==> config.mk <==
export PLATFORM = sky130hd
export DESIGN_NAME = modbus_rtu_reply_deframer_unit_flat
export DESIGN_NICKNAME = d
export VERILOG_FILES = /design/src/sv/mrrd_pkg.sv /design/src/sv/mrrd_if.sv /design/src/sv/modbus_rtu_reply_deframer_unit.sv /design/src/flat_wrapper.sv
export SDC_FILE = /design/constraint.sdc
export NUM_CORES = 1
export LEC_CHECK = 0
export BUFFER_PORTS_ARGS = -buffer_cell sky130_fd_sc_hd__buf_4
export CAP_MARGIN = 10
export CORE_ASPECT_RATIO = 1.4
export CORE_MARGIN = 3
export CORE_UTILIZATION = 56
export CTS_CLUSTER_DIAMETER = 150
export DETAILED_ROUTE_END_ITERATION = 6
export GPL_TIMING_DRIVEN = 0
export PLACE_DENSITY = 0.89
export SLEW_MARGIN = 20
export SYNTH_ARGS = -nofsm -noshare
export SYNTH_HDL_FRONTEND = slang
export SYNTH_SLANG_ARGS = --single-unit
==> constraint.sdc <==
create_clock -name clk_i -period 6.9 [get_ports clk_i]
set_input_delay 0.69 -clock clk_i [delete_from_list [all_inputs] [get_ports clk_i]]
set_output_delay 0.69 -clock clk_i [all_outputs]
set_load 0.05 [all_outputs]
==> src/sv/mrrd_pkg.sv <==
// Shared constants and types for the Modbus RTU reply deframer.
`default_nettype none

package mrrd_pkg;

  // Longest frame that the block will ever accept, in bytes.
  localparam int unsigned MAX_FRAME = 256;
  localparam int unsigned MIN_FRAME = 5;

  localparam int unsigned CFG_W   = 9;                       // max_frame_len register
  localparam int unsigned LEN_W   = $clog2(MAX_FRAME + 262); // computed length, with headroom
  localparam int unsigned CNT_W   = $clog2(MAX_FRAME + 1);   // byte counter
  localparam int unsigned POS_W   = 8;
  localparam int unsigned BYTE_W  = 8;
  localparam int unsigned CRC_W   = 16;
  localparam int unsigned STAT_W  = 3;

  // APB port
  localparam int unsigned APB_DW  = 32;
  localparam int unsigned APB_AW  = 3;

  // Register indexes (word address paddr[2])
  localparam logic REG_MAX_FRAME_LEN = 1'b0;

  localparam logic [CFG_W-1:0] MAX_FRAME_LEN_RST = CFG_W'(256);

  localparam logic [CRC_W-1:0] CRC_POLY = 16'hA001;
  localparam logic [CRC_W-1:0] CRC_SEED = 16'hFFFF;

  // Function codes with a length rule
  localparam logic [BYTE_W-1:0] FC_READ_HOLD  = 8'h03;
  localparam logic [BYTE_W-1:0] FC_READ_INPUT = 8'h04;
  localparam logic [BYTE_W-1:0] FC_WRITE_SGL  = 8'h06;
  localparam logic [BYTE_W-1:0] FC_DIAG       = 8'h08;
  localparam logic [BYTE_W-1:0] FC_EXCEPTION  = 8'h80;

  localparam logic [LEN_W-1:0] LEN_READ_EXTRA = LEN_W'(5);
  localparam logic [LEN_W-1:0] LEN_FIXED      = LEN_W'(8);
  localparam logic [LEN_W-1:0] LEN_EXCEPTION  = LEN_W'(5);

  typedef enum logic [STAT_W-1:0] {
    ST_BUSY    = 3'd0,
    ST_OK      = 3'd1,
    ST_CRC     = 3'd2,
    ST_UNKNOWN = 3'd3,
    ST_TOOLONG = 3'd4
  } status_e;

endpackage

`default_nettype wire

==> src/sv/mrrd_if.sv <==
// Valid/ready channel interfaces for received bytes and per-byte results.
`default_nettype none

interface mrrd_rx_if;
  logic                          valid;
  logic                          ready;
  logic [mrrd_pkg::BYTE_W-1:0]   rx_byte;

  modport source (output valid, output rx_byte, input ready);
  modport sink   (input valid, input rx_byte, output ready);
endinterface

interface mrrd_res_if;
  logic                          valid;
  logic                          ready;
  logic [mrrd_pkg::BYTE_W-1:0]   byte_echo;
  logic [mrrd_pkg::POS_W-1:0]    byte_position;
  logic                          frame_end;
  logic [mrrd_pkg::STAT_W-1:0]   frame_status;

  modport source (output valid, output byte_echo, output byte_position,
                  output frame_end, output frame_status, input ready);
  modport sink   (input valid, input byte_echo, input byte_position,
                  input frame_end, input frame_status, output ready);
endinterface

`default_nettype wire

==> src/sv/modbus_rtu_reply_deframer_unit.sv <==
// Modbus RTU reply deframer: per-byte framing, length rules and CRC-16 check.
`default_nettype none

// Takes reply bytes on rx_i and returns one result per byte on res_o: the byte, its
// position in the frame, a frame-end flag and a status (in progress, ok, CRC error,
// unknown function, too long). The third byte fixes the frame length from the
// function code; the last two bytes are checked against the running CRC-16/Modbus,
// low byte first. A byte is taken every cycle while results drain: it sits in an
// input register, the length decode and the eight-bit CRC update run in a single
// pass between that register and the result register, so the result is registered
// and the sustained rate is one byte per cycle. The max_frame_len register
// lies at APB address 0 and is clamped to 5..256 when used; write it between frames.
module modbus_rtu_reply_deframer_unit (
  input  wire                              clk_i,
  input  wire                              rst_ni,
  mrrd_rx_if.sink                          rx_i,
  mrrd_res_if.source                       res_o,
  input  wire                              psel,
  input  wire                              penable,
  input  wire                              pwrite,
  input  wire  [mrrd_pkg::APB_AW-1:0]      paddr,
  input  wire  [mrrd_pkg::APB_DW-1:0]      pwdata,
  output logic [mrrd_pkg::APB_DW-1:0]      prdata,
  output logic                             pready
);

  function automatic logic [mrrd_pkg::CRC_W-1:0] crc_byte(
    input logic [mrrd_pkg::CRC_W-1:0]  crc,
    input logic [mrrd_pkg::BYTE_W-1:0] b
  );
    logic [mrrd_pkg::CRC_W-1:0] c;
    c = crc ^ {{(mrrd_pkg::CRC_W-mrrd_pkg::BYTE_W){1'b0}}, b};
    for (int k = 0; k < 8; k++) begin
      c = c[0] ? ((c >> 1) ^ mrrd_pkg::CRC_POLY) : (c >> 1);
    end
    return c;
  endfunction

  // Configuration
  logic [mrrd_pkg::CFG_W-1:0] max_len_q;
  logic                       cfg_wr;
  logic [mrrd_pkg::LEN_W-1:0] limit;

  assign pready = 1'b1;
  assign cfg_wr = psel && penable && pwrite && (paddr[2] == mrrd_pkg::REG_MAX_FRAME_LEN);

  always_ff @(posedge clk_i or negedge rst_ni) begin
    if (!rst_ni) begin
      max_len_q <= mrrd_pkg::MAX_FRAME_LEN_RST;
    end else if (cfg_wr) begin
      max_len_q <= pwdata[mrrd_pkg::CFG_W-1:0];
    end
  end

  always_comb begin
    prdata = '0;
    if (paddr[2] == mrrd_pkg::REG_MAX_FRAME_LEN) begin
      prdata = mrrd_pkg::APB_DW'(max_len_q);
    end
  end

  always_comb begin
    limit = mrrd_pkg::LEN_W'(max_len_q);
    if (limit < mrrd_pkg::LEN_W'(mrrd_pkg::MIN_FRAME)) begin
      limit = mrrd_pkg::LEN_W'(mrrd_pkg::MIN_FRAME);
    end
    if (limit > mrrd_pkg::LEN_W'(mrrd_pkg::MAX_FRAME)) begin
      limit = mrrd_pkg::LEN_W'(mrrd_pkg::MAX_FRAME);
    end
  end

  // Input register and handshake
  logic                        in_valid_q;
  logic [mrrd_pkg::BYTE_W-1:0] in_byte_q;
  logic                        out_valid_q;
  logic                        adv;
  logic                        in_ready;

  assign adv      = in_valid_q && (!out_valid_q || res_o.ready);
  assign in_ready = !in_valid_q || adv;
  assign rx_i.ready = in_ready;

  always_ff @(posedge clk_i or negedge rst_ni) begin
    if (!rst_ni) begin
      in_valid_q <= 1'b0;
    end else if (in_ready) begin
      in_valid_q <= rx_i.valid;
    end
  end

  always_ff @(posedge clk_i) begin
    if (in_ready && rx_i.valid) begin
      in_byte_q <= rx_i.rx_byte;
    end
  end

  // Frame state
  logic [mrrd_pkg::CNT_W-1:0]  count_q, count_d;
  logic [mrrd_pkg::LEN_W-1:0]  exp_q, exp_d;
  logic [mrrd_pkg::CRC_W-1:0]  crc_q, crc_d;
  logic [mrrd_pkg::BYTE_W-1:0] fc_q, fc_d;
  logic [mrrd_pkg::BYTE_W-1:0] crc_lo_q, crc_lo_d;

  logic [mrrd_pkg::LEN_W-1:0]  len;
  logic [mrrd_pkg::LEN_W-1:0]  pos_p2;
  logic                        done;
  mrrd_pkg::status_e           status;

  always_comb begin
    fc_d     = fc_q;
    exp_d    = exp_q;
    crc_d    = crc_q;
    crc_lo_d = crc_lo_q;
    len      = '0;
    done     = 1'b0;
    status   = mrrd_pkg::ST_BUSY;
    pos_p2   = mrrd_pkg::LEN_W'(count_q) + mrrd_pkg::LEN_W'(2);

    if (count_q == mrrd_pkg::CNT_W'(1)) begin
      fc_d = in_byte_q;
    end

    // Length rule from the function code at the byte-count byte
    if (count_q == mrrd_pkg::CNT_W'(2)) begin
      if (fc_q == mrrd_pkg::FC_READ_HOLD || fc_q == mrrd_pkg::FC_READ_INPUT) begin
        len = mrrd_pkg::LEN_W'(in_byte_q) + mrrd_pkg::LEN_READ_EXTRA;
      end else if (fc_q == mrrd_pkg::FC_WRITE_SGL || fc_q == mrrd_pkg::FC_DIAG) begin
        len = mrrd_pkg::LEN_FIXED;
      end else if (fc_q >= mrrd_pkg::FC_EXCEPTION) begin
        len = mrrd_pkg::LEN_EXCEPTION;
      end else begin
        status = mrrd_pkg::ST_UNKNOWN;
        done   = 1'b1;
      end
      if (!done) begin
        if (len > limit) begin
          status = mrrd_pkg::ST_TOOLONG;
          done   = 1'b1;
        end else begin
          exp_d = len;
        end
      end
    end

    // Header bytes always go into the CRC; later ones follow the expected length
    if (!done) begin
      if (count_q < mrrd_pkg::CNT_W'(2) || pos_p2 < exp_d) begin
        crc_d = crc_byte(crc_q, in_byte_q);
      end else if (pos_p2 == exp_d) begin
        crc_lo_d = in_byte_q;
      end else begin
        done   = 1'b1;
        status = (crc_lo_q == crc_q[7:0] && in_byte_q == crc_q[15:8]) ?
                 mrrd_pkg::ST_OK : mrrd_pkg::ST_CRC;
      end
    end

    count_d = count_q + mrrd_pkg::CNT_W'(1);
    if (done) begin
      count_d  = '0;
      exp_d    = limit;
      crc_d    = mrrd_pkg::CRC_SEED;
      fc_d     = '0;
      crc_lo_d = '0;
    end
  end

  always_ff @(posedge clk_i or negedge rst_ni) begin
    if (!rst_ni) begin
      count_q  <= '0;
      exp_q    <= mrrd_pkg::LEN_W'(mrrd_pkg::MAX_FRAME);
      crc_q    <= mrrd_pkg::CRC_SEED;
      fc_q     <= '0;
      crc_lo_q <= '0;
    end else if (adv) begin
      count_q  <= count_d;
      exp_q    <= exp_d;
      crc_q    <= crc_d;
      fc_q     <= fc_d;
      crc_lo_q <= crc_lo_d;
    end
  end

  // Result register
  logic [mrrd_pkg::BYTE_W-1:0] out_byte_q;
  logic [mrrd_pkg::POS_W-1:0]  out_pos_q;
  logic                        out_end_q;
  logic [mrrd_pkg::STAT_W-1:0] out_status_q;

  always_ff @(posedge clk_i or negedge rst_ni) begin
    if (!rst_ni) begin
      out_valid_q <= 1'b0;
    end else if (adv) begin
      out_valid_q <= 1'b1;
    end else if (res_o.ready) begin
      out_valid_q <= 1'b0;
    end
  end

  always_ff @(posedge clk_i) begin
    if (adv) begin
      out_byte_q   <= in_byte_q;
      out_pos_q    <= mrrd_pkg::POS_W'(count_q);
      out_end_q    <= done;
      out_status_q <= status;
    end
  end

  assign res_o.valid         = out_valid_q;
  assign res_o.byte_echo     = out_byte_q;
  assign res_o.byte_position = out_pos_q;
  assign res_o.frame_end     = out_end_q;
  assign res_o.frame_status  = out_status_q;

  // Checks
  a_count_bound: assert property (@(posedge clk_i) disable iff (!rst_ni)
    count_q < mrrd_pkg::CNT_W'(mrrd_pkg::MAX_FRAME))
    else $error("byte counter ran past the longest frame");

  a_end_restarts: assert property (@(posedge clk_i) disable iff (!rst_ni)
    adv && done |=> count_q == '0 && crc_q == mrrd_pkg::CRC_SEED)
    else $error("frame end did not restart the frame state");

  a_seed_at_start: assert property (@(posedge clk_i) disable iff (!rst_ni)
    count_q == '0 |-> crc_q == mrrd_pkg::CRC_SEED)
    else $error("CRC not seeded at frame start");

  a_end_status: assert property (@(posedge clk_i) disable iff (!rst_ni)
    out_valid_q |-> (out_end_q == (out_status_q != mrrd_pkg::ST_BUSY)))
    else $error("frame end flag disagrees with status");

endmodule

`default_nettype wire

==> src/flat_wrapper.sv <==
// flat-port wrapper written by rule: the top's interface ports become plain ports
module modbus_rtu_reply_deframer_unit_flat 
  (clk_i, rst_ni, psel, penable, pwrite, paddr, pwdata, prdata, pready, rx_i_valid, rx_i_rx_byte, rx_i_ready, res_o_valid, res_o_byte_echo, res_o_byte_position, res_o_frame_end, res_o_frame_status, res_o_ready);
  mrrd_rx_if rx_i_i ();
  mrrd_res_if res_o_i ();
  input  wire clk_i;
  input  wire rst_ni;
  input  wire psel;
  input  wire penable;
  input  wire pwrite;
  input  wire  [mrrd_pkg::APB_AW-1:0] paddr;
  input  wire  [mrrd_pkg::APB_DW-1:0] pwdata;
  output logic [mrrd_pkg::APB_DW-1:0] prdata;
  output logic pready;
  input wire logic [$bits(rx_i_i.valid)-1:0] rx_i_valid;
  input wire logic [$bits(rx_i_i.rx_byte)-1:0] rx_i_rx_byte;
  output wire logic [$bits(rx_i_i.ready)-1:0] rx_i_ready;
  output wire logic [$bits(res_o_i.valid)-1:0] res_o_valid;
  output wire logic [$bits(res_o_i.byte_echo)-1:0] res_o_byte_echo;
  output wire logic [$bits(res_o_i.byte_position)-1:0] res_o_byte_position;
  output wire logic [$bits(res_o_i.frame_end)-1:0] res_o_frame_end;
  output wire logic [$bits(res_o_i.frame_status)-1:0] res_o_frame_status;
  input wire logic [$bits(res_o_i.ready)-1:0] res_o_ready;
  assign rx_i_i.valid = rx_i_valid;
  assign rx_i_i.rx_byte = rx_i_rx_byte;
  assign rx_i_ready = rx_i_i.ready;
  assign res_o_valid = res_o_i.valid;
  assign res_o_byte_echo = res_o_i.byte_echo;
  assign res_o_byte_position = res_o_i.byte_position;
  assign res_o_frame_end = res_o_i.frame_end;
  assign res_o_frame_status = res_o_i.frame_status;
  assign res_o_i.ready = res_o_ready;
  modbus_rtu_reply_deframer_unit u_core (.clk_i(clk_i), .rst_ni(rst_ni), .rx_i(rx_i_i), .res_o(res_o_i), .psel(psel), .penable(penable), .pwrite(pwrite), .paddr(paddr), .pwdata(pwdata), .prdata(prdata), .pready(pready));
endmodule
==> results of run 1 <==
## kinds of logic (layout without fill, tap and decap cells)
group,count (synthesis),in the layout,synth area share (%)
other,2,24,0.142
muxes,23,23,4.60
and+or+nand+nor,147,147,14.8
adders and majority gates,25,25,5.93
DFF,90,90,45.7
buffers and inverters,54,125,6.02
xor gates and xnor gates,54,54,9.24
AOI/OAI and AO/OA,91,91,13.6
## sequential cells by signal, summed over array words and instances (netlist names)
signal and cells:
u_core.res_o.byte_echo 8, u_core.exp_q 10, u_core.in_byte_q 8, u_core.fc_q 8, u_core.in_valid_q 1, u_core.res_o.frame_end 1, u_core.crc_q 16, u_core.res_o.valid 1
u_core.res_o.frame_status 3, u_core.count_q 9, u_core.res_o.byte_position 8, u_core.max_len_q 9, u_core.crc_lo_q 8
## cell type report
class                           count  area (um2)
Sequential cell                    90        2410
Clock inverter                      7        55.1
Fill cell                         662        2890
Inverter                           10        37.5
Multi-Input combinational cell    364        2630
Timing Repair Buffer               55         413
Tap cell                          107         134
Clock buffer                        9         225
Buffer                             44         282
## through the flow
stage | total power [mW] | utilization (%) | instance area, um2 | hold WS [ns]
2_1_floorplan | 1.90 | - | 5360 | 0.394
5_1_grt | 2.84 | 68.2 | 6190 | 0.446
3_5_place_dp | 2.20 | 65.1 | 5910 | 0.427
6_report | 2.68 | 68.2 | 6190 | 0.430
4_1_cts | 2.68 | 68.2 | 6190 | 0.442
3_3_place_gp | 2.15 | 65.1 | 5910 | 0.428
## Yosys cell counts, drive strengths merged, types with 11 or more instances
cell type,count
ha,25
clkbuf,12
xnor2,42
o21ai,17
dfrtp,44
buf,32
edfxtp,28
xor2,12
nor2,30
mux2i,13
nand2,43
a21oi,11
o211ai,14
dfstp,18
a22o,19
nand4,13
nor2b,13
## metal layers
layer	GRT usage, %	wire length [um]	up-vias
met5	0	0	-
met2	42.7	6590	158
met3	4.35	680	31
met4	11.3	373	0
met1	27.9	4540	1921
li1	-	-	1877
## critical path: stages (launching register included)
cell,delay (ns)
dfrtp_1,0.44
or4_4,0.55
or3_1,0.37
clkbuf_1,0.17
nor2_1,0.32
ha_1,0.31
a21o_1,0.16
a21oi_1,0.22
and4_1,0.32
o21a_4,0.19
and2_0,0.13
buf_2,0.17
buf_2,0.27
mux2i_1,0.14
ha_1,0.20
a211oi_1,0.37
nand2_1,0.09
o211ai_1,0.17
a41oi_2,0.15
a2bb2oi_4,0.34
inv_2,0.11
buf_6,0.17
nand2_4,0.13
buf_6,0.16
o211ai_1,0.10
## path summary, 6_finish.rpt
path	from	to	slack, ns
setup / recovery	u_core.fc_q[7]	u_core.crc_q[9]	1.03
hold / removal	rst_ni	u_core.count_q[6]	0.43
setup reg to reg	u_core.fc_q[7]	u_core.crc_q[9]	1.03
hold reg to reg	u_core.count_q[4]	u_core.res_o.byte_position[4]	0.44
max in group asynchronous	rst_ni	u_core.crc_lo_q[3]	5.96
min in group clk_i	u_core.count_q[4]	u_core.res_o.byte_position[4]	0.44
## where the power goes
| group | total (mW) | internal, mW | switching, mW |
|---|---|---|---|
| Clock | 0.460 | 0.246 | 0.214 |
| Sequential | 0.889 | 0.752 | 0.137 |
| Combinational | 1.33 | 0.562 | 0.766 |
| Total | 2.68 | 1.56 | 1.12 |
==> impl_metrics.tcl, run 1 <==
set metrics [dict create \
    total_leakage_power_nw 2.69 \
    nNetsFinal 649 \
    final-setup-viol-count 0 \
    cts_root_buf "clkbuf_16" \
    tritoncts "done" \
    wl_um 12200 \
    ys_types 66 \
    slew_headroom_pct 47.5 \
    ys_seq_area_share_pct 45.7 \
    cap_violations 0 \
    cts.clk_slew.worst_paths_ns 0.06 \
    ys_ff_latch 90 \
    dpl.hpwl_um 8940 \
    tns_ns 0 \
    die_w_um 88.1 \
    synth_top_area_share_pct 20.9 \
    num_antenna_cells 0 \
    finalCriticalPeriod_ns 5.87 \
    syn_inst 486 \
    gp_congestion 0.931 \
    drtIter0Drc 228 \
    status "completed" \
    ir_drop_uv 223 \
    core_mm2 0.00908 \
    postCtsSetupRepairBufs 0 \
    finalCritPeriodShare_pct 85.0 \
    dieHeight_um 121 \
    cts_sinks 90 \
    critPathKind "register to register" \
    h-tree-depth 3 \
    numCtsBuffers 9 \
    crit_path_max_fanout 10 \
    antenna_found_initial 0 \
    hold_path.class "input pin to asynchronous set/reset pin" \
    design.portCount 105 \
    syn_avg_cell_area_um2 10.9 \
    start_kind "register" \
    clock_latency_ns 0.35 \
    vias 3987 \
    max_clock_freq_mhz 170 \
    cts_hold_buf 0 \
    grt_pass1_vias 4085 \
    synthArstFlopShare_pct 68.9 \
    final_cell_mix "buf_4 (80), dfrtp_1 (44), nand2_1 (42)" \
    dpl.cell_count 670 \
    ant_nets 0 \
    grtUsageTotal_pct 24.2 \
    arrival_ns 6.12 \
    rsz0062_at_grt "no" \
    dr.pass1.iters 5 \
    final_common_cell "buf_4" \
    synthTopCellsByArea "dfrtp_1 (21%), edfxtp_1 (16%), dfstp_2 (9.0%), xnor2_1 (6.8%), ha_1 (5.9%)" \
    hold_viol_final 0 \
    finalNonFillerCells 686 \
    synth.cell_area_mm2 0.00528 \
    wl_per_cell_um 17.8 \
    syn_to_final_growth_pct 17.3 \
    post_cts_resized 0 \
    worst-slew-pin-transition_ns 0.788 \
    clock_path_buffers 2 \
    grt_pass1_wl_um 19900 \
    viasPerCell 5.81 \
    clock-skew-final_ns 0.00802 \
    synthFlopType "dfrtp_1" \
    required_ns 7.15 \
    die-area_mm2 0.0106 \
    drc 0 \
    port-buffer-count 55 \
    r2r_cells 24 \
    grt_max_degree 63 \
    cp-end-kind "register" \
    slew_violations 0 \
    num_rows 41 \
    yosysTopAreaCell "dfrtp_1" \
    grt.overflow.total 0 \
    fin_ws_ns 1.03 \
    drive_gt1_share_pct 25.6 \
    power_density_mw_per_mm2 432 \
    dpl_worst_slack_ns 1.21 \
    synth_edf_count 28 \
    yosys_warnings 0 \
    initial_core_util_pct 58.1 \
]
No activity file was read; power rests on OpenSTA's default activity.
==> run 2: changes to the inputs <==
--- a/config.mk
+++ b/config.mk
@@ -5,6 +5,7 @@
 export SDC_FILE = /design/constraint.sdc
 export NUM_CORES = 1
 export LEC_CHECK = 0
+export ABC_CLOCK_PERIOD_IN_PS = 6900
 export BUFFER_PORTS_ARGS = -buffer_cell sky130_fd_sc_hd__buf_4
 export CAP_MARGIN = 10
 export CORE_ASPECT_RATIO = 1.4
@@ -12,7 +13,6 @@
 export CORE_UTILIZATION = 56
 export CTS_CLUSTER_DIAMETER = 150
 export DETAILED_ROUTE_END_ITERATION = 6
-export GPL_TIMING_DRIVEN = 0
 export PLACE_DENSITY = 0.89
 export SLEW_MARGIN = 20
 export SYNTH_ARGS = -nofsm -noshare
==> run 2 against run 1 <==
Net effect:
- critical path depth down 4
- sequential cell count unchanged
- register-to-register slack hardly changed
- clock power increased by 14%
- hold slack got worse by 0.0017 ns
- routed wire length fell by 4.0%
- highest routed layer unchanged
- die area is the same
- critical path type unchanged
- first-iteration DRC count increased by 19%
- global-route usage shrank 0.89 points
==> impl_metrics.tcl, run 2 (same netlist as run 1, synthesis figures left out) <==
set metrics [dict create \
    design.portCount 105 \
    hold_viol_final 0 \
    clock_latency_ns 0.35 \
    tns_ns 0 \
    cp-end-kind "register" \
    antenna_found_initial 0 \
    start_kind "register" \
    cp_num_buf_inv 2 \
    die-area_mm2 0.0106 \
    crit_chain "or4_4 > or3_1 > nor2_1 > ha_1 > a21o_1 > a21oi_1 > and4_1 > o21a_4 > and2_0 > buf_4 > mux2i_1 > ha_1 > a21oi_1 > nor2b_1 > o21ai_1 > a41oi_2 > a2bb2oi_4 > inv_2 > o21ai_2 > a22o_1" \
    h-tree-depth 3 \
    wl_um 11700 \
    drive_gt1_share_pct 21.8 \
    cpLargestDelayFamily "compound AO/OA/AOI/OAI gates" \
    num_antenna_cells 0 \
    clock-skew-final_ns 0.00821 \
    power_density_mw_per_mm2 453 \
    final-setup-viol-count 0 \
    slew_violations 0 \
    finalCriticalPeriod_ns 5.86 \
    r2r-start "u_core.fc_q[7]" \
    crit_path_max_fanout 13 \
    largest_register "u_core.crc_q" \
    dieHeight_um 121 \
    wl_per_cell_um 18.2 \
    required_ns 7.18 \
    hold_ws_ns 0.428 \
    total_leakage_power_nw 2.53 \
    rsz0062_at_grt "no" \
    tritoncts "done" \
    finalPower_mw 2.70 \
    critPathKind "register to register" \
    drtIter0Drc 272 \
    num_rows 41 \
    max_clock_freq_mhz 171 \
    fin_ws_ns 1.04 \
    syn_to_final_growth_pct 13.0 \
    status "completed" \
    clock_path_buffers 2 \
    dr.pass1.iters 6 \
    grtUsageTotal_pct 23.3 \
    top_regs "u_core.crc_q: 16 flops, u_core.exp_q: 10 flops" \
    numCtsBuffers 9 \
    grt_max_degree 63 \
    grt_pass1_vias 3963 \
    final_common_cell "buf_4" \
    cts_sinks 90 \
    cpPeakStageDelay_ns 0.54 \
    slew_headroom_pct 30.6 \
    reg2reg_to "u_core.fc_q[4]" \
    nNetsFinal 607 \
    cap_violations 0 \
    cts_hold_buf 0 \
    port-buffer-count 55 \
    dpl.hpwl_um 8330 \
    hold_path.class "input pin to asynchronous set/reset pin" \
    grt.overflow.total 0 \
    die_w_um 88.1 \
    postCtsSetupRepairBufs 0 \
    cts_root_buf "clkbuf_16" \
    final_cell_mix "buf_4 (57), dfrtp_1 (44), nand2_1 (42)" \
    finalCritPeriodShare_pct 85.0 \
    grt_pass1_wl_um 19000 \
    critPathLaunch "u_core.fc_q[7]" \
    dpl_worst_slack_ns 1.18 \
    rrSetupSlack_ns 1.04 \
    vias 3891 \
    cts.clk_slew.worst_paths_ns 0.06 \
    post_cts_resized 0 \
    initial_core_util_pct 58.1 \
    worst-slew-pin-transition_ns 1.04 \
    largest_register_ffs 16 \
    r2r_cells 20 \
    core_mm2 0.00908 \
    viasPerCell 6.04 \
    gp_congestion 0.895 \
    fill_cells 675 \
    drc 0 \
    ant_nets 0 \
    ir_drop_uv 219 \
    arrival_ns 6.14 \
    critPathSlowestCell "or4_4" \
]
==> run 2: cell type report <==
type	instances	area, um2	share of cell area [%]
flip-flops and latches	90	2410	40.5
multi-input cells	364	2630	44.1
inverters	10	37.5	0.629
clock buffers	10	229	3.84
repair buffers	57	428	7.17
clock inverters	6	92.6	1.55
well taps	107	134	2.24
==> run 2: per-layer routing <==
| metal | vias up | share of wire [%] | GRT usage, % |
|---|---|---|---|
| li1 | 1793 | - | - |
| met1 | 1906 | 36 | 25.7 |
| met2 | 159 | 54 | 41.4 |
| met3 | 33 | 6.1 | 4.76 |
| met4 | 0 | 3.5 | 12.1 |
| met5 | - | 0 | 0 |
==> run 2: power by group <==
part | leakage (nW) | internal (mW) | switching (mW)
Combinational | 1.35 | 0.534 | 0.744
Clock | 0.149 | 0.318 | 0.208
Sequential | 1.03 | 0.752 | 0.147
Total | 2.53 | 1.60 | 1.10
==> run 2: stage by stage <==
step / std cells / area [um2] / util [%]
global route: 644 / 5960 / 65.7
global placement: 628 / 5640 / 62.1
detailed placement: 628 / 5640 / 62.1
finish: 644 / 5960 / 65.7
floorplan: 508 / 5360 / -
CTS: 644 / 5960 / 65.7
==> run 2: worst max-delay path by stage <==
stage                              end  slack [ns]  cells after the start
floorplan            u_core.count_q[5]        2.07                     22
global placement    u_core.crc_lo_q[4]        1.37                     20
detailed placement      u_core.fc_q[6]        1.18                     20
CTS                     u_core.fc_q[4]        1.10                     20
global route        u_core.crc_lo_q[0]        0.74                     20
finish                  u_core.fc_q[4]        1.04                     20
==> run 3: changes to the inputs <==
--- a/config.mk
+++ b/config.mk
@@ -5,15 +5,15 @@
 export SDC_FILE = /design/constraint.sdc
 export NUM_CORES = 1
 export LEC_CHECK = 0
-export ABC_CLOCK_PERIOD_IN_PS = 6900
+export ABC_CLOCK_PERIOD_IN_PS = 5200
 export BUFFER_PORTS_ARGS = -buffer_cell sky130_fd_sc_hd__buf_4
 export CAP_MARGIN = 10
 export CORE_ASPECT_RATIO = 1.4
 export CORE_MARGIN = 3
-export CORE_UTILIZATION = 56
+export CORE_UTILIZATION = 50
 export CTS_CLUSTER_DIAMETER = 150
 export DETAILED_ROUTE_END_ITERATION = 6
-export PLACE_DENSITY = 0.89
+export PLACE_DENSITY = 0.84
 export SLEW_MARGIN = 20
 export SYNTH_ARGS = -nofsm -noshare
 export SYNTH_HDL_FRONTEND = slang
==> constraint.sdc (replaced) <==
create_clock -name clk_i -period 5.2 [get_ports clk_i]
set_input_delay 0.52 -clock clk_i [delete_from_list [all_inputs] [get_ports clk_i]]
set_output_delay 0.52 -clock clk_i [all_outputs]
set_load 0.05 [all_outputs]
==> run 3 against run 2 <==
Net effect:
- total power increased by 37%
- first-iteration DRC count rose by 4.0%
- maximum frequency is 16% higher
- non-clock buffer count increased by 28
- hold slack got worse by 0.18 ns
- global-route usage is 2.1 points lower
- sequential power increased by 32%
==> impl_metrics.tcl, run 3 (same netlist as run 1, synthesis figures left out) <==
set metrics [dict create \
    largest_register_ffs 16 \
    total_leakage_power_nw 2.67 \
    wl_met2_um 6240 \
    dpl.hpwl_um 8620 \
    final_core_util_pct 61.8 \
    drtIter0Drc 283 \
    die_w_um 92.8 \
    finalCritPeriodShare_pct 97.4 \
    topRoutingLayerUsed "met4" \
    cp-end-kind "register" \
    syn_to_final_growth_pct 18.4 \
    final_common_cell "buf_4" \
    r2r_cells 20 \
    crit_path_max_fanout 13 \
    grt_max_degree 63 \
    final-setup-viol-count 0 \
    hold_path.class "input pin to asynchronous set/reset pin" \
    drive_gt1_share_pct 27.4 \
    num_rows 43 \
    gp_congestion 0.867 \
    finalCriticalPeriod_ns 5.06 \
    arrival_ns 5.34 \
    slew_violations 0 \
    cap_violations 0 \
    final_cell_mix "buf_4 (83), dfrtp_1 (44), nand2_1 (42)" \
    viasPerCell 5.67 \
    cts_root_buf "clkbuf_16" \
    wl_per_cell_um 17.3 \
    drc 0 \
    wl_met3_um 644 \
    r2r-start "u_core.fc_q[5]" \
    design.portCount 105 \
    critPathKind "register to register" \
    die-area_mm2 0.0118 \
    fill_cells 793 \
    ant_nets 0 \
    hold_viol_final 0 \
    grt_pass1_vias 3977 \
    start_kind "register" \
    nNetsFinal 635 \
    slew_headroom_pct 48.0 \
    initial_core_util_pct 52.2 \
    dr.pass1.iters 5 \
    core_mm2 0.0101 \
    grtUsageTotal_pct 21.3 \
    wl_um 12100 \
    vias 3971 \
    max_clock_freq_mhz 197 \
    ir_drop_uv 397 \
    met1_length_um 4740 \
    hold_ws_ns 0.246 \
    dieHeight_um 128 \
    tritoncts "done" \
    status "completed" \
    reg2reg_to "u_core.fc_q[0]" \
    grt.overflow.total 0 \
    h-tree-depth 3 \
    clock_path_buffers 2 \
    cts.clk_slew.worst_paths_ns 0.06 \
    cts_sinks 90 \
    grt_pass1_wl_um 19800 \
    top_regs "u_core.crc_q: 16 flops, u_core.exp_q: 10 flops" \
    rrSetupSlack_ns 0.14 \
    worst-slew-pin-transition_ns 0.781 \
    clock-skew-final_ns 0.00782 \
    num_antenna_cells 0 \
    required_ns 5.48 \
    numCtsBuffers 9 \
    port-buffer-count 55 \
    clock_latency_ns 0.35 \
    largest_register "u_core.crc_q" \
    power_density_mw_per_mm2 594 \
    antenna_found_initial 0 \
]
[run 3: report_power, final]
group          leakage (nW)  switching [mW]  total [mW]  internal (mW)
Clock                 0.135           0.276       0.649          0.373
Combinational          1.50            1.03        1.88          0.846
Sequential             1.03           0.188        1.19          0.998
Total                  2.67            1.50        3.71           2.22
[run 3: worst max path at each step]
| stage | to | start | slack [ns] | depth (start not counted) |
|---|---|---|---|---|
| global route | u_core.count_q[7] | u_core.fc_q[5] | -0.06 | 21 |
| CTS | u_core.fc_q[0] | u_core.fc_q[5] | 0.01 | 20 |
| floorplan | u_core.count_q[5] | u_core.fc_q[5] | 0.37 | 22 |
| detailed placement | u_core.count_q[7] | u_core.fc_q[5] | -0.004 | 21 |
| global placement | u_core.exp_q[8] | u_core.fc_q[5] | 0.21 | 20 |
| finish | u_core.fc_q[0] | u_core.fc_q[5] | 0.14 | 20 |
[run 3: critical path: stages (launching register included)]
cell	delay, ns
dfrtp_1	0.39
or4_4	0.55
or3_4	0.45
nor2_1	0.29
ha_1	0.19
nand3_1	0.10
nor3_1	0.26
a21o_1	0.22
o21a_4	0.14
and2_0	0.20
buf_12	0.17
mux2i_2	0.25
ha_1	0.29
a21oi_1	0.20
nor2b_1	0.09
o21ai_2	0.16
a41oi_2	0.23
and2_4	0.23
nor4b_4	0.26
buf_4	0.19
a22o_1	0.14
[run 3: layout make-up]
type | instances | area, um2 | area share [%]
clock buffers | 10 | 229 | 3.66
clock inverters | 6 | 66.3 | 1.06
inverters | 10 | 37.5 | 0.601
multi-input cells | 364 | 2670 | 42.7
flip-flops and latches | 90 | 2410 | 38.6
well taps | 135 | 169 | 2.70
repair buffers | 85 | 663 | 10.6
[run 3: repair_timing]
item,CTS,global route
buffers inserted,0,1
hold buffers,0,0
pin swaps,0,2
endpoints found under the setup margin,14,54
gates resized for setup,1,11
[run 3: layer usage]
layer | global-route usage [%] | vias up
met1 | 25.3 | 1925
met5 | 0 | -
li1 | - | 1844
met3 | 3.06 | 41
met2 | 36.7 | 161
met4 | 11.6 | 0
[run 3: stage by stage]
| step | setup TNS [ns] | instance area (um2) | instances | setup WS, ns | power (mW) |
|---|---|---|---|---|---|
| 3_3_place_gp | 0 | 5910 | 683 | 0.209 | 2.94 |
| 2_1_floorplan | 0 | 5360 | 508 | 0.371 | 2.53 |
| 6_report | 0 | 6250 | 700 | 0.135 | 3.71 |
| 5_1_grt | -0.576 | 6250 | 700 | -0.0566 | 3.94 |
| 3_5_place_dp | -0.00449 | 5910 | 683 | -0.00449 | 3.01 |
| 4_1_cts | 0 | 6200 | 699 | 0.0129 | 3.68 |
